===== src/hw/rtl/kbhcd_pkg.sv =====
// Shared constants, types and keycode helpers for the hotkey chord detector.
package kbhcd_pkg;

    // Number of key fields carried by one keyboard report.
    localparam int NUM_KEY_FIELDS = 6;

    // Modifier byte layout.
    localparam int         RCTRL_BIT  = 4;
    localparam logic [7:0] RCTRL_MASK = 8'h10;

    // HID keycodes of interest.
    localparam logic [7:0] KC_NONE    = 8'h00;
    localparam logic [7:0] KC_ESC     = 8'h29;
    localparam logic [7:0] KC_1       = 8'h1E;
    localparam logic [7:0] KC_9       = 8'h26;
    localparam logic [7:0] KC_0       = 8'h27;
    localparam logic [7:0] KC_KP_1    = 8'h59;
    localparam logic [7:0] KC_KP_9    = 8'h61;
    localparam logic [7:0] KC_KP_0    = 8'h62;

    // Millisecond to microsecond scale.
    localparam logic [9:0] US_PER_MS  = 10'd1000;

    // Detector modes.
    localparam logic [1:0] MODE_IDLE  = 2'd0;
    localparam logic [1:0] MODE_ARMED = 2'd1;
    localparam logic [1:0] MODE_CMD   = 2'd2;

    // Event codes.
    localparam logic [1:0] EV_NONE     = 2'd0;
    localparam logic [1:0] EV_CMD_ON   = 2'd1;
    localparam logic [1:0] EV_SWITCHED = 2'd2;
    localparam logic [1:0] EV_INVALID  = 2'd3;

    // Item actions.
    localparam logic ACT_REPORT = 1'b0;
    localparam logic ACT_POLL   = 1'b1;

    // Configuration register indexes.
    localparam logic [7:0] CFG_TAP_WINDOW  = 8'd0;
    localparam logic [7:0] CFG_CMD_TIMEOUT = 8'd1;
    localparam logic [7:0] CFG_SLOT_MASK   = 8'd2;

    // Reset values of the scaled windows (300 ms and 3000 ms).
    localparam logic [23:0] TAP_WINDOW_US_RST  = 24'd300000;
    localparam logic [25:0] CMD_TIMEOUT_US_RST = 26'd3000000;

    // Configuration as seen by the datapath.
    typedef struct packed {
        logic [23:0] tap_window_us;
        logic [25:0] cmd_timeout_us;
        logic [9:0]  slot_mask;
    } cfg_t;

    // One input item.
    typedef struct packed {
        logic                           action;
        logic [47:0]                    now_us;
        logic [7:0]                     modifiers;
        logic [NUM_KEY_FIELDS-1:0][7:0] keys;
    } item_t;

    // One result item.
    typedef struct packed {
        logic       forward_report;
        logic       send_empty_report;
        logic       do_switch;
        logic [1:0] event_code;
        logic [3:0] event_slot;
        logic       command_off;
        logic [1:0] mode_now;
    } res_t;

    // Decoded digit key.
    typedef struct packed {
        logic       valid;
        logic [3:0] value;
    } digit_t;

    // Outcome of the fresh-key scan of one report.
    typedef struct packed {
        logic       any_key;
        logic       hit;
        logic       is_esc;
        logic [3:0] digit;
    } scan_t;

    // Slot digit of a top-row or keypad digit key.
    function automatic digit_t digit_of(input logic [7:0] k);
        digit_t d;
        d = '0;
        if (k inside {[KC_1:KC_9]}) begin
            d.valid = 1'b1;
            d.value = 4'(k - KC_1) + 4'd1;
        end else if (k inside {[KC_KP_1:KC_KP_9]}) begin
            d.valid = 1'b1;
            d.value = 4'(k - KC_KP_1) + 4'd1;
        end else if (k inside {KC_0, KC_KP_0}) begin
            d.valid = 1'b1;
            d.value = 4'd0;
        end
        return d;
    endfunction

endpackage


===== src/hw/rtl/kbhcd_cfg.sv =====
// Configuration registers; the windows are kept pre-scaled to microseconds.
module kbhcd_cfg
    import kbhcd_pkg::*;
(
    input  logic        clk,
    input  logic        rst_n,
    input  logic        cfg_valid,
    output logic        cfg_ready,
    input  logic [7:0]  cfg_index,
    input  logic [15:0] cfg_data,
    output cfg_t        cfg
);

    logic [23:0] tap_window_us_reg;
    logic [25:0] cmd_timeout_us_reg;
    logic [9:0]  slot_mask_reg;
    logic        wr_en;

    // Writes are always taken.
    assign cfg_ready = 1'b1;
    assign wr_en     = cfg_valid && cfg_ready;

    // Scale milliseconds on the way in so the datapath only adds.
    always_ff @(posedge clk or negedge rst_n)
    begin
        if (!rst_n)
        begin
            tap_window_us_reg  <= TAP_WINDOW_US_RST;
            cmd_timeout_us_reg <= CMD_TIMEOUT_US_RST;
            slot_mask_reg      <= '0;
        end
        else if (wr_en)
        begin
            case (cfg_index)
                CFG_TAP_WINDOW:
                    tap_window_us_reg <= 24'({10'd0, cfg_data[13:0]} * {14'd0, US_PER_MS});
                CFG_CMD_TIMEOUT:
                    cmd_timeout_us_reg <= 26'({10'd0, cfg_data} * {16'd0, US_PER_MS});
                CFG_SLOT_MASK:
                    slot_mask_reg <= cfg_data[9:0];
                default:
                    ;
            endcase
        end
    end

    assign cfg.tap_window_us  = tap_window_us_reg;
    assign cfg.cmd_timeout_us = cmd_timeout_us_reg;
    assign cfg.slot_mask      = slot_mask_reg;

endmodule


===== src/hw/rtl/kbhcd_keyscan.sv =====
// Fresh-key scan: finds the first newly pressed Esc or digit of a report.
module kbhcd_keyscan
    import kbhcd_pkg::*;
#(
    parameter int KEYS_PER_REPORT = 6
)
(
    input  logic [NUM_KEY_FIELDS-1:0][7:0]  keys,
    input  logic [KEYS_PER_REPORT-1:0][7:0] last_keys,
    output scan_t                           scan
);

    logic [KEYS_PER_REPORT-1:0] fresh;
    digit_t                     digs [KEYS_PER_REPORT];

    // Per-position digit decode.
    always_comb
    begin
        for (int i = 0; i < KEYS_PER_REPORT; i++)
        begin
            digs[i] = digit_of(keys[i]);
        end
    end

    // A key is fresh when it is present and was not held in the last report.
    always_comb
    begin
        for (int i = 0; i < KEYS_PER_REPORT; i++)
        begin
            fresh[i] = (keys[i] != KC_NONE);
            for (int j = 0; j < KEYS_PER_REPORT; j++)
            begin
                if (keys[i] == last_keys[j])
                begin
                    fresh[i] = 1'b0;
                end
            end
        end
    end

    // Walk from the last position down so the first position wins.
    always_comb
    begin
        scan = '0;
        for (int i = KEYS_PER_REPORT - 1; i >= 0; i--)
        begin
            if (keys[i] != KC_NONE)
            begin
                scan.any_key = 1'b1;
            end
            if (fresh[i] && (keys[i] == KC_ESC || digs[i].valid))
            begin
                scan.hit    = 1'b1;
                scan.is_esc = (keys[i] == KC_ESC);
                scan.digit  = (keys[i] == KC_ESC) ? 4'd0 : digs[i].value;
            end
        end
    end

endmodule


===== src/hw/rtl/kbhcd_core.sv =====
// Detector state and the one-pass update that turns a staged item into a result.
module kbhcd_core
    import kbhcd_pkg::*;
#(
    parameter int KEYS_PER_REPORT = 6
)
(
    input  logic  clk,
    input  logic  rst_n,
    input  logic  advance,
    input  item_t item,
    input  cfg_t  cfg,
    output res_t  result
);

    logic [1:0]                     mode_reg, mode_next;
    logic                           last_rctrl_reg, last_rctrl_next;
    logic                           tap_reg, tap_next;
    logic [47:0]                    tap_begin_reg, tap_begin_next;
    logic [48:0]                    armed_dl_reg, armed_dl_next;
    logic [48:0]                    cmd_dl_reg, cmd_dl_next;
    logic [KEYS_PER_REPORT-1:0][7:0] last_keys_reg, last_keys_next;

    scan_t       scan;
    logic        rctrl;
    logic        other;
    logic        lone_press;
    logic [48:0] now49;
    logic        cmd_expired;
    logic        armed_expired;
    logic [47:0] tap_age;
    logic        tap_inside;
    logic [48:0] cmd_dl_new;
    logic [48:0] armed_dl_new;

    kbhcd_keyscan #(
        .KEYS_PER_REPORT(KEYS_PER_REPORT)
    ) u_keyscan (
        .keys      (item.keys),
        .last_keys (last_keys_reg),
        .scan      (scan)
    );

    // Report classification and time compares.
    assign rctrl         = item.modifiers[RCTRL_BIT];
    assign other         = ((item.modifiers & ~RCTRL_MASK) != 8'h00) || scan.any_key;
    assign lone_press    = rctrl && !other && !last_rctrl_reg;
    assign now49         = {1'b0, item.now_us};
    assign cmd_expired   = now49 > cmd_dl_reg;
    assign armed_expired = now49 > armed_dl_reg;
    assign tap_age       = item.now_us - tap_begin_reg;
    assign tap_inside    = (item.now_us < tap_begin_reg) ||
                           (tap_age < {24'd0, cfg.tap_window_us});
    assign cmd_dl_new    = now49 + {23'd0, cfg.cmd_timeout_us};
    assign armed_dl_new  = now49 + {25'd0, cfg.tap_window_us};

    // Mode update and result for one item.
    always_comb
    begin
        logic idle_path;
        logic swallow;
        logic leave;

        idle_path       = 1'b1;
        swallow         = 1'b0;
        leave           = 1'b0;
        mode_next       = mode_reg;
        last_rctrl_next = last_rctrl_reg;
        tap_next        = tap_reg;
        tap_begin_next  = tap_begin_reg;
        armed_dl_next   = armed_dl_reg;
        cmd_dl_next     = cmd_dl_reg;
        last_keys_next  = last_keys_reg;
        result          = '0;

        if (item.action == ACT_POLL)
        begin
            // Polls only apply the time-outs.
            if (mode_reg == MODE_CMD && cmd_expired)
            begin
                leave = 1'b1;
            end
            else if (mode_reg == MODE_ARMED && armed_expired)
            begin
                mode_next = MODE_IDLE;
            end
            swallow = 1'b1;
        end
        else
        begin
            if (mode_reg == MODE_CMD)
            begin
                // Command mode swallows; the first fresh Esc or digit decides.
                swallow = 1'b1;
                if (scan.hit)
                begin
                    leave = 1'b1;
                    if (!scan.is_esc)
                    begin
                        result.event_slot = scan.digit;
                        if (cfg.slot_mask[scan.digit])
                        begin
                            result.do_switch  = 1'b1;
                            result.event_code = EV_SWITCHED;
                        end
                        else
                        begin
                            result.event_code = EV_INVALID;
                        end
                    end
                end
                else if (cmd_expired)
                begin
                    leave = 1'b1;
                end
            end
            else
            begin
                // Armed: a second lone press enters command mode.
                if (mode_reg == MODE_ARMED)
                begin
                    if (armed_expired)
                    begin
                        mode_next = MODE_IDLE;
                    end
                    else if (lone_press)
                    begin
                        mode_next         = MODE_CMD;
                        cmd_dl_next       = cmd_dl_new;
                        result.event_code = EV_CMD_ON;
                        swallow           = 1'b1;
                        idle_path         = 1'b0;
                    end
                    else if (other)
                    begin
                        mode_next = MODE_IDLE;
                    end
                    else
                    begin
                        idle_path = 1'b0;
                    end
                end

                // Lone tap tracking.
                if (idle_path)
                begin
                    if (lone_press)
                    begin
                        tap_next       = 1'b1;
                        tap_begin_next = item.now_us;
                    end
                    else if (tap_reg && !rctrl)
                    begin
                        if (!other && tap_inside)
                        begin
                            mode_next     = MODE_ARMED;
                            armed_dl_next = armed_dl_new;
                        end
                        tap_next = 1'b0;
                    end
                    else if (other)
                    begin
                        tap_next = 1'b0;
                    end
                end
            end

            last_rctrl_next = rctrl;
            last_keys_next  = item.keys[KEYS_PER_REPORT-1:0];
        end

        // Every exit from command mode resyncs the target.
        if (leave)
        begin
            mode_next                = MODE_IDLE;
            tap_next                 = 1'b0;
            result.send_empty_report = 1'b1;
            result.command_off       = 1'b1;
        end

        result.forward_report = !swallow;
        result.mode_now       = mode_next;
    end

    // State registers move only when the result is taken into the output stage.
    always_ff @(posedge clk or negedge rst_n)
    begin
        if (!rst_n)
        begin
            mode_reg       <= MODE_IDLE;
            last_rctrl_reg <= 1'b0;
            tap_reg        <= 1'b0;
            tap_begin_reg  <= '0;
            armed_dl_reg   <= '0;
            cmd_dl_reg     <= '0;
            last_keys_reg  <= '0;
        end
        else if (advance)
        begin
            mode_reg       <= mode_next;
            last_rctrl_reg <= last_rctrl_next;
            tap_reg        <= tap_next;
            tap_begin_reg  <= tap_begin_next;
            armed_dl_reg   <= armed_dl_next;
            cmd_dl_reg     <= cmd_dl_next;
            last_keys_reg  <= last_keys_next;
        end
    end

endmodule


===== src/hw/rtl/keyboard_hotkey_chord_detector.sv =====
// Top level of the Right Ctrl double-tap hotkey chord detector.
//
//   Channel | Handshake          | Beat contents
//   --------+--------------------+-----------------------------------------------
//   input   | in_valid/in_stall  | action, now_us, modifiers, key0..key5
//   output  | out_valid/out_stall| forward_report .. mode_now, one per input beat
//   config  | cfg_valid/cfg_ready| cfg_index (0..2), cfg_data
//
// One beat is taken per cycle while in_stall is low. A beat waits in the input register,
// then its result lands in the output register.
// The detector state updates as a result moves into the output register.
// Reset clears the state and loads the default windows; no clearing pass.
// A stalled output holds its beat; the input register still fills behind it.
module keyboard_hotkey_chord_detector
    import kbhcd_pkg::*;
#(
    parameter int KEYS_PER_REPORT = 6
)
(
    input  logic        clk,
    input  logic        rst_n,

    input  logic        in_valid,
    output logic        in_stall,
    input  logic        action,
    input  logic [47:0] now_us,
    input  logic [7:0]  modifiers,
    input  logic [7:0]  key0,
    input  logic [7:0]  key1,
    input  logic [7:0]  key2,
    input  logic [7:0]  key3,
    input  logic [7:0]  key4,
    input  logic [7:0]  key5,

    output logic        out_valid,
    input  logic        out_stall,
    output logic        forward_report,
    output logic        send_empty_report,
    output logic        do_switch,
    output logic [1:0]  event_code,
    output logic [3:0]  event_slot,
    output logic        command_off,
    output logic [1:0]  mode_now,

    input  logic        cfg_valid,
    output logic        cfg_ready,
    input  logic [7:0]  cfg_index,
    input  logic [15:0] cfg_data
);

    cfg_t  cfg;
    item_t item_in;
    item_t item_reg;
    logic  stage_valid_reg;
    res_t  result;
    res_t  result_reg;
    logic  out_valid_reg;
    logic  advance;
    logic  accept;

    kbhcd_cfg u_cfg (
        .clk       (clk),
        .rst_n     (rst_n),
        .cfg_valid (cfg_valid),
        .cfg_ready (cfg_ready),
        .cfg_index (cfg_index),
        .cfg_data  (cfg_data),
        .cfg       (cfg)
    );

    // Gather the input beat.
    assign item_in.action    = action;
    assign item_in.now_us    = now_us;
    assign item_in.modifiers = modifiers;
    assign item_in.keys      = {key5, key4, key3, key2, key1, key0};

    // Staged item moves on when the output register is free or being drained.
    assign advance  = stage_valid_reg && (!out_valid_reg || !out_stall);
    assign in_stall = stage_valid_reg && !advance;
    assign accept   = in_valid && !in_stall;

    // Input register.
    always_ff @(posedge clk or negedge rst_n)
    begin
        if (!rst_n)
        begin
            stage_valid_reg <= 1'b0;
        end
        else if (accept)
        begin
            stage_valid_reg <= 1'b1;
        end
        else if (advance)
        begin
            stage_valid_reg <= 1'b0;
        end
    end

    always_ff @(posedge clk)
    begin
        if (accept)
        begin
            item_reg <= item_in;
        end
    end

    kbhcd_core #(
        .KEYS_PER_REPORT(KEYS_PER_REPORT)
    ) u_core (
        .clk     (clk),
        .rst_n   (rst_n),
        .advance (advance),
        .item    (item_reg),
        .cfg     (cfg),
        .result  (result)
    );

    // Output register.
    always_ff @(posedge clk or negedge rst_n)
    begin
        if (!rst_n)
        begin
            out_valid_reg <= 1'b0;
        end
        else if (advance)
        begin
            out_valid_reg <= 1'b1;
        end
        else if (!out_stall)
        begin
            out_valid_reg <= 1'b0;
        end
    end

    always_ff @(posedge clk)
    begin
        if (advance)
        begin
            result_reg <= result;
        end
    end

    assign out_valid         = out_valid_reg;
    assign forward_report    = result_reg.forward_report;
    assign send_empty_report = result_reg.send_empty_report;
    assign do_switch         = result_reg.do_switch;
    assign event_code        = result_reg.event_code;
    assign event_slot        = result_reg.event_slot;
    assign command_off       = result_reg.command_off;
    assign mode_now          = result_reg.mode_now;

    // A switch is signalled exactly with the switched event.
    a_switch_event: assert property (@(posedge clk) disable iff (!rst_n)
        out_valid |-> (do_switch == (event_code == EV_SWITCHED)))
        else $error("do_switch and event_code disagree");

    // Leaving command mode always lands in idle with both exit flags.
    a_exit_idle: assert property (@(posedge clk) disable iff (!rst_n)
        out_valid && send_empty_report |-> command_off && (mode_now == MODE_IDLE))
        else $error("command exit without idle mode or notification");

    // Entering command mode swallows the report.
    a_cmd_on: assert property (@(posedge clk) disable iff (!rst_n)
        out_valid && (event_code == EV_CMD_ON) |-> (mode_now == MODE_CMD) && !forward_report)
        else $error("command on without command mode");

    // The input side only stalls behind a held result.
    a_stall_cause: assert property (@(posedge clk) disable iff (!rst_n)
        in_stall |-> out_valid && out_stall)
        else $error("input stalled while output is free");

endmodule


===== config.mk =====
export PLATFORM = sky130hd
export DESIGN_NAME = keyboard_hotkey_chord_detector
export DESIGN_NICKNAME = d
export VERILOG_FILES = /design/src/hw/rtl/kbhcd_pkg.sv /design/src/hw/rtl/kbhcd_cfg.sv /design/src/hw/rtl/kbhcd_keyscan.sv /design/src/hw/rtl/kbhcd_core.sv /design/src/hw/rtl/keyboard_hotkey_chord_detector.sv
export SDC_FILE = /design/constraint.sdc
export NUM_CORES = 1
export LEC_CHECK = 0
export BUFFER_PORTS_ARGS = -buffer_cell sky130_fd_sc_hd__buf_2
export CAP_MARGIN = 40
export CORE_MARGIN = 2
export CORE_UTILIZATION = 57
export CTS_CLUSTER_SIZE = 30
export DETAILED_ROUTE_END_ITERATION = 6
export HOLD_SLACK_MARGIN = 0.03
export PLACE_DENSITY = 0.85
export RECOVER_POWER = 100
export SLEW_MARGIN = 10
export SYNTH_ARGS = -nofsm -noshare
export SYNTH_HDL_FRONTEND = slang
export SYNTH_SLANG_ARGS = --single-unit

===== constraint.sdc =====
create_clock -name clk -period 5.2 [get_ports clk]
set_clock_uncertainty 0.05 [all_clocks]
set_input_delay 1.3 -clock clk [delete_from_list [all_inputs] [get_ports clk]]
set_output_delay 1.3 -clock clk [all_outputs]
set_load 0.02 [all_outputs]

* Word-level counts from Yosys, hierarchy flattened
Cells that the tools add are included.
Word-level totals: register bits 370, input port bits 134, output and inout port bits 15, word-level logic and storage cells 349
Operators by class: add/sub/neg operators 27, $mul 2, magnitude comparators 29, equal/unequal tests 61, muxes and demuxes 123, bitwise logic cells 5, reductions and logical operators 70
Operators by type and width (count):
- $eq 8x8->1 | 36
- $gt 48x49->1 | 2
- $eq 8x6->1 const B | 12
- $mux 5 | 18
- $mux 1 | 74
- $reduce_bool 8->1 | 7
- $add 48x24->49 | 1
- $add 48x26->49 | 1
- $add 4x1->4 const B | 12
- $eq 8x7->1 const B | 6
- $ge 8x5->1 const B | 6
- $ge 8x7->1 const B | 6
- $le 8x6->1 const B | 6
- $le 8x7->1 const B | 6
- $lt 48x24->1 | 1
- $lt 48x48->1 | 1
- $mux 6 | 8
- $sub 4x4->4 const B | 12
- $sub 48x48->48 | 1
- $mux 2 | 16
- $logic_and 1x1->1 | 27
- $mux 4 | 6
- $mul 16x7->23 const B | 1
- $mul 14x7->21 const B | 1
- other kinds (19) | 50

* Longest topological paths before layout
Gate-level depths: netlist (run 1).
depth in word-level cells 21, depth in mapped cells 27, mapped depth without buffers 24

* By module
A second synthesis (run 1) with hierarchy kept.
Unflattened totals: cells, all modules 3506, area, all modules 31729.2 µm²
Modules (own cells, without submodules):
- kbhcd_core | times used 1, cells each 2050, area an instance 17046.3 µm², seq. area each 4954.8 µm²
- kbhcd_keyscan | times used 1, cells each 792, area an instance 5665.4 µm², seq. area each 0.0 µm²
- kbhcd_cfg | times used 1, cells each 539, area an instance 5411.4 µm², seq. area each 1373.8 µm²
- keyboard_hotkey_chord_detector | times used 1, cells each 125, area an instance 3606.0 µm², seq. area each 3563.4 µm²

* Worst setup path before layout (run 1)
No wires, ideal clock.
path kind in2reg, start input cfg_data[0], end register u_cfg.cmd_timeout_us_reg[25], data arrival time 5.916 ns, path slack -0.892 ns, cell stages on the path 18, path buffers 0, cells stage by stage fa_1 inv_1 fa_1 fa_1 inv_1 fa_1 ha_1 inv_1 o21bai_1 a211oi_1 o31ai_1 o41ai_1 o21ai_0 o31ai_1 a21oi_1 a21oi_1 xnor2_1 o21ai_0
On the way: word-level cells in the longest chain between the ends 1
Ends and longest elaborated chain:
- start: declaration | line keyboard_hotkey_chord_detector.sv:48 | input logic [15:0] cfg_data
- $mul 16x7->23 | line kbhcd_cfg.sv:38 | cmd_timeout_us_reg <= 26'({10'd0, cfg_data} * {16'd0, US_PER_MS});
- end signal: assignment | line kbhcd_cfg.sv:38
- end: declaration | line kbhcd_cfg.sv:15 | logic [25:0] cmd_timeout_us_reg;
No other way between the ends. A chain may end at the register's enable or synchronous reset.

* Worst setup path in the final report (run 1)
start register item_reg[60] in the netlist's numbering, end register u_core.armed_dl_reg[0]
On the way: word-level cells in the longest chain between the ends 6, elaborated cells on any way between the ends 11
Ends and longest elaborated chain:
- start: declaration | line keyboard_hotkey_chord_detector.sv:53 | item_t item_reg;
- start signal: assignment | line keyboard_hotkey_chord_detector.sv:103 | item_reg <= item_in;
- parallel branches: the longest is 5 deep, another holds $sub 48x48->48
- $reduce_and 7->1 (no source line) (*)
- end signal: assignment | line kbhcd_core.sv:204 | armed_dl_reg <= armed_dl_next;
- end: declaration | line kbhcd_core.sv:20 | logic [48:0] armed_dl_reg, armed_dl_next;
Every way passes the cells marked *. The select of a mux whose other input is x is not followed.

==> summary.txt, run 1 <==
Run status
  – Outcome: finished with violations
  – Violated checks: capacitance limit, slew limit, setup timing

Detailed routing
  – Iteration-0 DRC Markers: 2107
  – Drt first pass iters: 6
  – Post-route ant nets: 0
  – Drt wl/cell: 20.2 microns
  – Via density: 6.09
  – DR vias: 25300
  – Wirelength, routed: 84.0 mm
  – Remaining DRCs: 0

Power
  – NetSw: 4.19 mW
  – Worst vdd ir: 0.330 mV
  – Logic pwr share: 40.8%
  – Sw Share: 36.6%
  – Pwr dens: 329 mW/mm^2
  – Int Pwr: 7.27 mW
  – Leak: 15.1 nW
  – Register share of total power: 32.8%
  – Clk pwr share: 26.4%

Timing
  – Unrepaired setup endpoints after global routing: yes
  – Sum of negative setup slack: -2910 ps
  – Relative slew slack: -143%
  – Tmin final: 5320 ps
  – Max Clock Freq: 188 MHz
  – Final setup margin: -117 ps
  – Setup violators final: 55
  – Hold Fails Final Rpt: 0
  – Final count of pins violating max slew: 255
  – Worst slew pin tran: 3640 ps
  – Tcrit/Tclk final: 102%

Clock tree
  – H-tree depth: 2
  – Maximum root-to-sink buffer count: 3
  – Clock Sinks: 370
  – CTS tree: yes
  – Root buf cell: clkbuf_16
  – CTS Buf Count: 43
  – Worst-Skew Late Latency: 600 ps
  – Reg clk slew, reported paths: 60 ps

Setup path
  – Worst Path Required: 5600 ps
  – CP endpoint kind: flip-flop
  – Worst setup SP type: flip-flop
  – Critical Path AT: 5720 ps
  – Worst setup path class: reg -> reg
  – Crit path max fanout: 6

Yosys
  – Mapped Cells: 3161
  – Post-synth EDFFs: 116
  – Ys async rst share: 68.6%
  – Synth warn: 0
  – Seq/Total Area, Yosys: 32.7%
  – Post-synth top flop: dfrtp_1
  – Netlist cell types: 87
  – Mapped Area: 0.0302 sq mm
  – Synth Area per Inst: 9.55 sq um
  – Syn nets: 3658
  – FF+latch count, synth: 370

Global routing
  – Vias in the first global route: 24800
  – Initial antenna violation count: 1
  – Largest net degree at the start of global routing: 87
  – Total grt overflow: 0
  – GRT Total Usage: 30.2%
  – First-pass GRT wire length: 131 mm

Die
  – DIE AREA: 0.0548 sq mm
  – Chip Width: 234 microns
  – Die height: 234 microns
  – Ports: 149
  – Initial Utilization: 57.5%
  – Core ar.: 0.0524 sq mm
  – Core Rows: 84

Placement
  – Placed wire-length estimate: 61.2 mm
  – Placed Area: 0.0330 sq mm
  – Gpl congestion: 1.00
  – Placed cells: 4050
  – IO buf count: 147

Cells and area
  – Layout Utilization: 66.3%
  – # nets final: 3922
  – Filler cell count: 3893
  – Area of the multi-input gates: 0.0190 sq mm
  – Ratio of cells with drive above 1 in the final layout: 19.5%
  – Register area: 0.00986 sq mm
  – Max FFs per register: 105
  – Final Non-Filler Cells: 4148
  – P&R area growth vs syn: 15.2%
  – Post-route design area: 0.0348 sq mm

Min path
  – HP Class: reg -> reg

Job
  – Max cap viols: 4
## Yosys cell counts (all sizes together) (15+ instances only)
cell	n	area [sq um]
ha	304	3800
inv	260	976
dfrtp	236	5910
nand2	231	867
xor2	219	1920
xnor2	203	1780
o21ai	175	876
a21oi	159	796
mux2	135	1520
edfxtp	116	3480
nor2	112	420
clkbuf	109	409
nand4	80	500
buf	61	290
a21o	60	450
fa	59	1180
nand3	57	285
nor4	54	359
nor3	49	245
mux2i	45	450
o21a	34	255
nand2b	29	181
nor2b	28	175
and3	24	150
a211oi	22	165
o211ai	22	165
dfstp	18	473
or2	17	106
and2	16	100
a31oi	15	93.8
## kinds of logic after synthesis
logic type	after synthesis	synth area share (%)
mux	181	6.61
xor+xnor	422	12.2
fa+ha+maj	363	16.5
flops	370	32.7
simple gates	779	13.4
other cells	1	0.0124
buf+inv	430	5.55
compound gates	615	13.0
## critical path, cell delays in order, from the launching register on
cell	delay (ps)
edfxtp_1	430
ha_4	300
and3_4	170
o211ai_1	80
buf_4	160
buf_6	120
a211o_1	300
nand3_2	120
a31oi_4	100
nor2b_1	120
nor2_1	60
xnor2_1	120
ha_1	310
nand4_1	150
nor3_4	60
a22oi_1	120
and4b_1	240
or4b_4	490
nor4_4	240
o2111ai_2	170
nor4_2	290
o2111a_2	290
o21a_4	210
buf_12	170
mux2_4	310
## routing by layer
metal	GRT usage, %	wire length (microns)	vias to the layer above
met5	0	13	-
met4	13.3	3780	2
met3	6.10	6950	284
met2	49.3	39200	1097
met1	38.9	34000	12200
li1	-	-	11700
## path summary, 6_finish.rpt
kind,depth (start not counted),from,to,slack (ps)
setup / recovery,24,item_reg[60],u_core.armed_dl_reg[0],-120
hold / removal,2,u_core.cmd_dl_reg[39],u_core.cmd_dl_reg[39],430
setup reg to reg,24,item_reg[60],u_core.armed_dl_reg[0],-120
hold reg to reg,2,u_core.cmd_dl_reg[39],u_core.cmd_dl_reg[39],430
max in group asynchronous,2,rst_n,u_core.cmd_dl_reg[38],950
min in group asynchronous,1,rst_n,u_cfg.slot_mask_reg[9],1310
## placed cells by master, fill, tap and decap left out, types with 20 or more instances in the layout
cell and instances:
xor2_1 219, nand3_1 56, mux2i_1 44, buf_2 120
xnor2_1 203, nor2b_1 27, a21o_1 60, nand2_1 229
a21oi_1 148, nand2b_1 29, inv_1 258, and3_1 23
clkbuf_1 38, nand4_1 80, nor4_1 51, dfrtp_1 236
clkbuf_16 45, a211oi_1 20, nor3_1 47, fa_1 59
mux2_2 125, o211ai_1 22, o21ai_0 154, buf_4 210
edfxtp_1 116, nor2_1 112, o21a_1 33, ha_1 298
## final cells by class
| type | count | share of cell area, % |
|---|---|---|
| Tap cell | 688 | 2.48 |
| Sequential cell | 370 | 28.4 |
| Timing Repair Buffer | 389 | 7.65 |
| Clock inverter | 20 | 0.482 |
| Clock buffer | 59 | 3.51 |
| Inverter | 260 | 2.81 |
| Antenna cell | 1 | 0.00720 |
| Multi-Input combinational cell | 2361 | 54.7 |
## power by group through the flow
stage          logic (mW)  clock network (mW)  registers (mW)
6_report             4.68                3.02            3.75
4_1_cts              4.47                3.06            3.72
2_1_floorplan        3.32                   0            3.43
3_3_place_gp         4.27                   0            3.77
3_5_place_dp         4.41                   0            3.77
5_1_grt              5.16                3.17            3.76
## per-stage QoR
| stage | total power [mW] | setup slack (ps) | hold slack [ps] |
|---|---|---|---|
| after floorplan | 6.75 | -280 | 394 |
| after global placement | 8.04 | -570 | 410 |
| after detailed placement | 8.18 | -675 | 420 |
| after CTS | 11.2 | -0.00444 | 432 |
| after global routing | 12.1 | -300 | 448 |
| final | 11.5 | -117 | 427 |
## timing repair
action | in CTS | in global routing
gates cloned | 2 | 0
buffers inserted | 11 | 9
pin swaps | 22 | 43
hold endpoints to repair | 0 | 0
hold buffers | 0 | 0
setup endpoints to repair | 56 | 66
gates resized for setup | 28 | 66
Power figures use the tool's default switching activity.
==> run 2, diff against run 1 <==
Settings changed: CORE_UTILIZATION 57 to 59, CTS_BUF_LIST set to sky130_fd_sc_hd__clkbuf_8, PLACE_DENSITY 0.85 to 0.87, RECOVER_POWER 100 to 50.
==> summary.txt, run 2 (synthesis results as in run 1) <==
Timing
  – Max Clock Freq: 185 MHz (was 188 MHz)
  – Hold Fails Final Rpt: 0 (unchanged)
  – Tcrit/Tclk final: 104% (was 102%)
  – Sum of negative setup slack: -3950 ps (was -2910 ps)
  – Relative slew slack: -109% (was -143%)
  – Unrepaired setup endpoints after global routing: yes (unchanged)
  – Worst slew pin tran: 3140 ps (was 3640 ps)
  – Setup violators final: 41 (was 55)
  – Final setup margin: -191 ps (was -117 ps)
  – Tmin final: 5390 ps (was 5320 ps)
  – Final count of pins violating max slew: 269 (was 255)

Placement
  – Gpl congestion: 1.01 (was 1.00)
  – IO buf count: 147 (unchanged)
  – Placed cells: 4027 (was 4050)
  – Placed Area: 0.0329 sq mm (was 0.0330 sq mm)
  – Placed wire-length estimate: 62.6 mm (was 61.2 mm)

Power
  – Worst vdd ir: 0.259 mV (was 0.330 mV)
  – Register share of total power: 32.8% (about the same)
  – Sw Share: 38.1% (was 36.6%)
  – Tot Pwr: 11.6 mW (was 11.5 mW)
  – Pwr dens: 332 mW/mm^2 (was 329 mW/mm^2)
  – NetSw: 4.43 mW (was 4.19 mW)
  – Leak: 15.3 nW (was 15.1 nW)
  – Logic pwr share: 42.4% (was 40.8%)
  – Clk pwr share: 24.8% (was 26.4%)
  – Int Pwr: 7.19 mW (was 7.27 mW)

Job
  – Max cap viols: 4 (unchanged)

Global routing
  – GRT Total Usage: 32.2% (was 30.2%)
  – First-pass GRT wire length: 136 mm (was 131 mm)
  – Vias in the first global route: 25700 (was 24800)
  – Most used routing layer: met2 (unchanged)
  – Total grt overflow: 0 (unchanged)
  – GR Layer Usage met1: 41.1% (was 38.9%)
  – Initial antenna violation count: 1 (unchanged)
  – Met3 usage: 5.92% (was 6.10%)
  – Met2 Use GR: 52.8% (was 49.3%)
  – Largest net degree at the start of global routing: 106 (was 87)

Cells and area
  – Filler cell count: 3566 (was 3893)
  – # nets final: 3950 (was 3922)
  – Post-route design area: 0.0350 sq mm (was 0.0348 sq mm)
  – Commonest non-fill, non-tap cells in the layout: 291 x ha_1, 284 x inv_1, 236 x dfrtp_1, 227 x nand2_1, 219 x xor2_1 (was 298 x ha_1, 258 x inv_1, 236 x dfrtp_1, 229 x nand2_1, 219 x xor2_1)
  – Layout Utilization: 69.7% (was 66.3%)
  – Final Non-Filler Cells: 4181 (was 4148)
  – Max FFs per register: 105 (unchanged)
  – Ratio of cells with drive above 1 in the final layout: 21.2% (was 19.5%)
  – P&R area growth vs syn: 16.1% (was 15.2%)
  – Most common cell after layout, fill and taps aside: ha_1 (unchanged)

Setup path
  – Slowest-stage cell, CP: or4b_4 (unchanged)
  – Worst Path Required: 5700 ps (was 5600 ps)
  – Bufs and invs on worst path: 2 (was 3)
  – Worst setup SP type: flip-flop (unchanged)
  – Critical Path AT: 5890 ps (was 5720 ps)
  – CP delay by family, top: simple AND/OR/NAND/NOR gates (unchanged)
  – Crit path max fanout: 7 (was 6)
  – Critical-path cell list: ha_4 -> nand2_1 -> nor2_1 -> nand3_1 -> a211o_1 -> nand3_2 -> a31oi_4 -> nor2b_1 -> nor2_1 -> xnor2_1 -> ha_1 -> nand4_1 -> nor3_2 -> a22oi_1 -> and4b_1 -> or4b_4 -> nor4_4 -> o2111ai_2 -> nor4_2 -> o2111a_2 -> o21a_4 -> buf_12 -> buf_12 -> mux2_4 (was ha_4 -> and3_4 -> o211ai_1 -> buf_4 -> buf_6 -> a211o_1 -> nand3_2 -> a31oi_4 -> nor2b_1 -> nor2_1 -> xnor2_1 -> ha_1 -> nand4_1 -> nor3_4 -> a22oi_1 -> and4b_1 -> or4b_4 -> nor4_4 -> o2111ai_2 -> nor4_2 -> o2111a_2 -> o21a_4 -> buf_12 -> mux2_4)
  – Worst setup path class: reg -> reg (unchanged)
  – CP endpoint kind: flip-flop (unchanged)
  – CP max stage delay: 490 ps (about the same)

Detailed routing
  – Wirelength, routed: 88.9 mm (was 84.0 mm)
  – Post-route ant nets: 0 (unchanged)
  – DR vias: 26100 (was 25300)
  – Via density: 6.24 (was 6.09)
  – Iteration-0 DRC Markers: 2170 (was 2107)
  – Remaining DRCs: 2 (was 0)
  – Drt first pass iters: 7 (was 6)
  – Drt wl/cell: 21.3 microns (was 20.2 microns)

Clock tree
  – H-tree depth: 3 (was 2)
  – CTS tree: yes (unchanged)
  – Maximum root-to-sink buffer count: 3 (unchanged)
  – Reg clk slew, reported paths: 60 ps (about the same)
  – Worst-Skew Late Latency: 690 ps (was 600 ps)
  – # hold bufs at CTS: 0 (unchanged)
  – CTS Buf Count: 68 (was 43)
  – Clock Sinks: 370 (unchanged)
  – Root buf cell: clkbuf_8 (was clkbuf_16)

Min path
  – HP Class: reg -> reg (unchanged)

Die
  – Initial Utilization: 60.0% (was 57.5%)
  – DIE AREA: 0.0530 sq mm (was 0.0548 sq mm)
  – Chip Width: 230 microns (was 234 microns)
  – Core Rows: 82 (was 84)
  – Core ar.: 0.0503 sq mm (was 0.0524 sq mm)
  – Die height: 230 microns (was 234 microns)
  – Ports: 149 (unchanged)

Run status
  – Outcome: finished with violations (unchanged)
  – Violated checks: DRC, capacitance limit, slew limit, setup timing (was capacitance limit, slew limit, setup timing)
-- run 2: cell types whose count changed in the layout (fill, tap and decap cells not counted), sizes merged --
cell           before  now
inv               262  290
buf               351  374
clkinv             13   10
bufinv              2    3
clkdlybuf4s15       0    1
clkinvlp            3    2
-- run 2: final cells by class --
class / count / area (sq um) / area share, %
Multi-Input combinational cell: 2361 / 19200 / 54.8
Sequential cell: 370 / 9860 / 28.1
Timing Repair Buffer: 392 / 2770 / 7.91
Clock buffer: 80 / 1100 / 3.14
Inverter: 260 / 978 / 2.79
Tap cell: 672 / 841 / 2.40
Clock inverter: 45 / 274 / 0.782
Antenna cell: 1 / 2.50 / 0.00714
-- run 2: tightest hold or removal path: stages, from the launching register on --
cell     delay (ps)
dfrtp_1         340
nand2_1          50
o21ai_0          60
-- run 2: path summary, 6_finish.rpt --
path / from / cells past startpoint / to / slack [ps]
worst max-delay path: item_reg[68] / 24 / u_core.armed_dl_reg[30] / -190
worst min-delay path: u_core.cmd_dl_reg[22] / 2 / u_core.cmd_dl_reg[22] / 420
worst max register to register: item_reg[68] / 24 / u_core.armed_dl_reg[30] / -190
worst min register to register: u_core.cmd_dl_reg[22] / 2 / u_core.cmd_dl_reg[22] / 420
max in group asynchronous: rst_n / 2 / stage_valid_reg / 590
min in group asynchronous: rst_n / 1 / u_cfg.tap_window_us_reg[4] / 1370
-- run 2: routing by layer --
metal | wire length, microns | vias to the layer above | share of wire [%]
li1 | - | 11800 | -
met3 | 7690 | 379 | 8.7
met4 | 4820 | 0 | 5.4
met1 | 35200 | 12600 | 40
met2 | 41200 | 1368 | 46
met5 | 0 | - | 0
-- run 2: power by group through the flow --
stage | logic [mW] | clock network [mW] | registers [mW]
4_1_cts | 4.53 | 2.90 | 3.77
6_report | 4.93 | 2.88 | 3.81
2_1_floorplan | 3.32 | 0 | 3.43
3_3_place_gp | 4.31 | 0 | 3.81
5_1_grt | 5.40 | 3.04 | 3.81
3_5_place_dp | 4.48 | 0 | 3.81
-- run 2: repair_timing --
item | in CTS | in global routing
resized for setup | 27 | 102
setup buffers | 9 | 21
gates cloned | 0 | 1
pin swaps | 14 | 46
endpoints found under the setup margin | 55 | 63
-- run 2: stage by stage --
step / setup WS [ps] / hold slack (ps)
floorplan: -280 / 394
global placement: -592 / 411
detailed placement: -741 / 416
CTS: 0.199 / 424
global route: -325 / 447
finish: -191 / 424
==> run 3, diff against run 2 <==
Settings changed: PLACE_DENSITY 0.87 to 0.76.
==> summary.txt, run 3 (synthesis results as in run 1) <==
Setup path
  – Crit path max fanout: 6 (was 7)
  – Worst setup SP type: flip-flop (unchanged)
  – Reg2Reg Depth: 26 (was 24)
  – Critical Path Start: u_core.tap_begin_reg[2] (was item_reg[68])
  – CP delay by family, top: compound AO/OA/AOI/OAI gates (was simple AND/OR/NAND/NOR gates)
  – R2R Setup Slk: -100 ps (was -190 ps)
  – R2r endpoint: u_core.armed_dl_reg[2] (was u_core.armed_dl_reg[30])
  – Worst Path Required: 5670 ps (was 5700 ps)
  – CP max stage delay: 490 ps (about the same)
  – Critical Path AT: 5770 ps (was 5890 ps)
  – Bufs and invs on worst path: 5 (was 2)
  – Slowest-stage cell, CP: or4b_4 (unchanged)
  – Worst setup path class: reg -> reg (unchanged)
  – FF-to-FF Start: u_core.tap_begin_reg[2] (was item_reg[68])
  – CP Depth: 26 (was 24)
  – CP endpoint kind: flip-flop (unchanged)
  – Worst setup path end: u_core.armed_dl_reg[2] (was u_core.armed_dl_reg[30])

Cells and area
  – # nets final: 3946 (was 3950)
  – Most common cell after layout, fill and taps aside: ha_1 (unchanged)
  – Register area: 0.00986 sq mm (unchanged)
  – Max FFs per register: 105 (unchanged)
  – Commonest non-fill, non-tap cells in the layout: 295 x ha_1, 279 x inv_1, 236 x dfrtp_1, 230 x nand2_1, 219 x xor2_1 (was 291 x ha_1, 284 x inv_1, 236 x dfrtp_1, 227 x nand2_1, 219 x xor2_1)
  – Number of diodes: 0 (was 1)
  – P&R area growth vs syn: 15.3% (was 16.1%)
  – Area of the multi-input gates: 0.0191 sq mm (was 0.0192 sq mm)
  – Final Non-Filler Cells: 4175 (was 4181)
  – Filler cell count: 3848 (was 3566)
  – Ratio of cells with drive above 1 in the final layout: 20.7% (was 21.2%)
  – Layout Utilization: 69.2% (was 69.7%)

Power
  – Leak: 15.3 nW (about the same)
  – Tot Pwr: 11.7 mW (was 11.6 mW)
  – Worst vdd ir: 0.349 mV (was 0.259 mV)
  – Pwr dens: 337 mW/mm^2 (was 332 mW/mm^2)

Detailed routing
  – Routed met3 length: 5.98 mm (was 7.69 mm)
  – DR vias: 25500 (was 26100)
  – Met1 WL: 36.9 mm (was 35.2 mm)
  – Met2 routed WL: 42.5 mm (was 41.2 mm)
  – Max layer used: met5 (was met4)
  – Iteration-0 DRC Markers: 2121 (was 2170)
  – Drt wl/cell: 21.4 microns (was 21.3 microns)
  – Post-route ant nets: 0 (unchanged)
  – Remaining DRCs: 0 (was 2)
  – Via density: 6.10 (was 6.24)
  – Wirelength, routed: 89.5 mm (was 88.9 mm)
  – Drt first pass iters: 6 (was 7)

Placement
  – Gpl congestion: 0.971 (was 1.01)
  – Placed wire-length estimate: 66.9 mm (was 62.6 mm)
  – Placed cells: 4033 (was 4027)
  – IO buf count: 147 (unchanged)

Timing
  – Tmin final: 5300 ps (was 5390 ps)
  – Final count of pins violating max slew: 214 (was 269)
  – Relative slew slack: -95.0% (was -109%)
  – Final setup margin: -98.9 ps (was -191 ps)
  – Unrepaired setup endpoints after global routing: yes (unchanged)
  – Hold Fails Final Rpt: 0 (unchanged)
  – Setup violators final: 28 (was 41)
  – Max Clock Freq: 189 MHz (was 185 MHz)
  – Worst slew pin tran: 2930 ps (was 3140 ps)
  – Tcrit/Tclk final: 102% (was 104%)

Die
  – DIE AREA: 0.0530 sq mm (unchanged)
  – Initial Utilization: 60.0% (unchanged)
  – Core Rows: 82 (unchanged)
  – Ports: 149 (unchanged)
  – Core ar.: 0.0503 sq mm (unchanged)
  – Die height: 230 microns (unchanged)
  – Chip Width: 230 microns (unchanged)

Clock tree
  – Reg clk slew, reported paths: 60 ps (about the same)
  – CTS Buf Count: 69 (was 68)
  – Maximum root-to-sink buffer count: 3 (unchanged)
  – Root buf cell: clkbuf_8 (unchanged)
  – Worst-Skew Late Latency: 660 ps (was 690 ps)
  – # hold bufs at CTS: 0 (unchanged)
  – CTS tree: yes (unchanged)
  – Clock Sinks: 370 (unchanged)
  – H-tree depth: 3 (unchanged)

Run status
  – Outcome: finished with violations (unchanged)
  – Violated checks: capacitance limit, slew limit, setup timing (was DRC, capacitance limit, slew limit, setup timing)

Global routing
  – Largest net degree at the start of global routing: 111 (was 106)
  – First-pass GRT wire length: 140 mm (was 136 mm)
  – Total grt overflow: 0 (unchanged)
  – GRT Total Usage: 33.5% (was 32.2%)
  – Vias in the first global route: 25700 (about the same)
  – Initial antenna violation count: 3 (was 1)

Min path
  – HP Class: reg -> reg (unchanged)

Job
  – Max cap viols: 3 (was 4)
==> run 3: cell types whose count changed in the layout (fill, tap and decap cells not counted), sizes merged <==
cell	change
clkinv	+6
diode	-1
clkbuf	+4
buf	-7
clkdlybuf4s15	-1
inv	-7
==> run 3: worst min-delay path by stage <==
stage,slack [ps],startpoint,depth (start not counted),end
2_1_floorplan,390,u_cfg.cmd_timeout_us_reg[21],2,u_cfg.cmd_timeout_us_reg[21]
3_3_place_gp,410,u_core.cmd_dl_reg[44],2,u_core.cmd_dl_reg[44]
3_5_place_dp,420,u_core.cmd_dl_reg[6],2,u_core.cmd_dl_reg[6]
4_1_cts,430,u_core.cmd_dl_reg[15],2,u_core.cmd_dl_reg[15]
5_1_grt,460,u_core.cmd_dl_reg[26],2,u_core.cmd_dl_reg[26]
6_report,430,u_core.cmd_dl_reg[27],2,u_core.cmd_dl_reg[27]
==> run 3: power breakdown <==
| group | total, mW | switching [mW] | leakage [nW] | internal (mW) |
|---|---|---|---|---|
| clock network | 2.91 | 1.34 | 0.795 | 1.57 |
| registers | 3.80 | 0.541 | 4.27 | 3.25 |
| logic | 5.02 | 2.63 | 10.2 | 2.40 |
| total | 11.7 | 4.50 | 15.3 | 7.22 |
==> run 3: metrics by stage <==
step,setup TNS (ps),cell area [sq um],worst slack [ps],hold slack (ps)
floorplan,-1390,30300,-280,394
global placement,-19340,32900,-609,412
detailed placement,-28060,32900,-621,420
CTS,-3130,34700,-108,432
global route,-20000,34800,-307,457
finish,-1590,34800,-98.9,427
==> run 3: layer usage <==
layer  track usage (%)  up-vias
met4              15.0        6
met1              42.8    12500
met3              6.35      272
li1                  -    11700
met2              55.3      962
met5                 0        -
==> run 3: timing repair <==
action / 4_1_cts / 5_1_grt
setup buffers: 12 / 6
pin swaps: 21 / 36
cloned: 2 / 0
gates resized for setup: 53 / 38
setup endpoints to repair: 53 / 60
==> run 3: layout make-up <==
type | instances | share of cell area, %
clock inverters | 44 | 0.788
multi-input cells | 2361 | 54.8
clock buffers | 81 | 3.20
inverters | 260 | 2.81
well taps | 672 | 2.42
flip-flops and latches | 370 | 28.3
repair buffers | 387 | 7.60
==> run 3: worst register-to-register path, stage by stage, from the launching register on <==
cell	delay, ps
dfrtp_1	390
inv_2	80
ha_4	210
o21a_1	180
o211ai_1	330
nand2_1	130
inv_1	100
o21ai_1	120
a21oi_2	220
o21ai_2	110
a31oi_1	190
xnor2_1	150
ha_1	260
nand2_1	100
nor3_2	60
a22oi_1	150
and4b_1	210
or4b_4	490
nor4_4	150
o2111ai_1	160
nor4_2	260
buf_4	160
o2111a_2	210
o21a_4	170
buf_12	120
buf_12	140
mux2_4	310
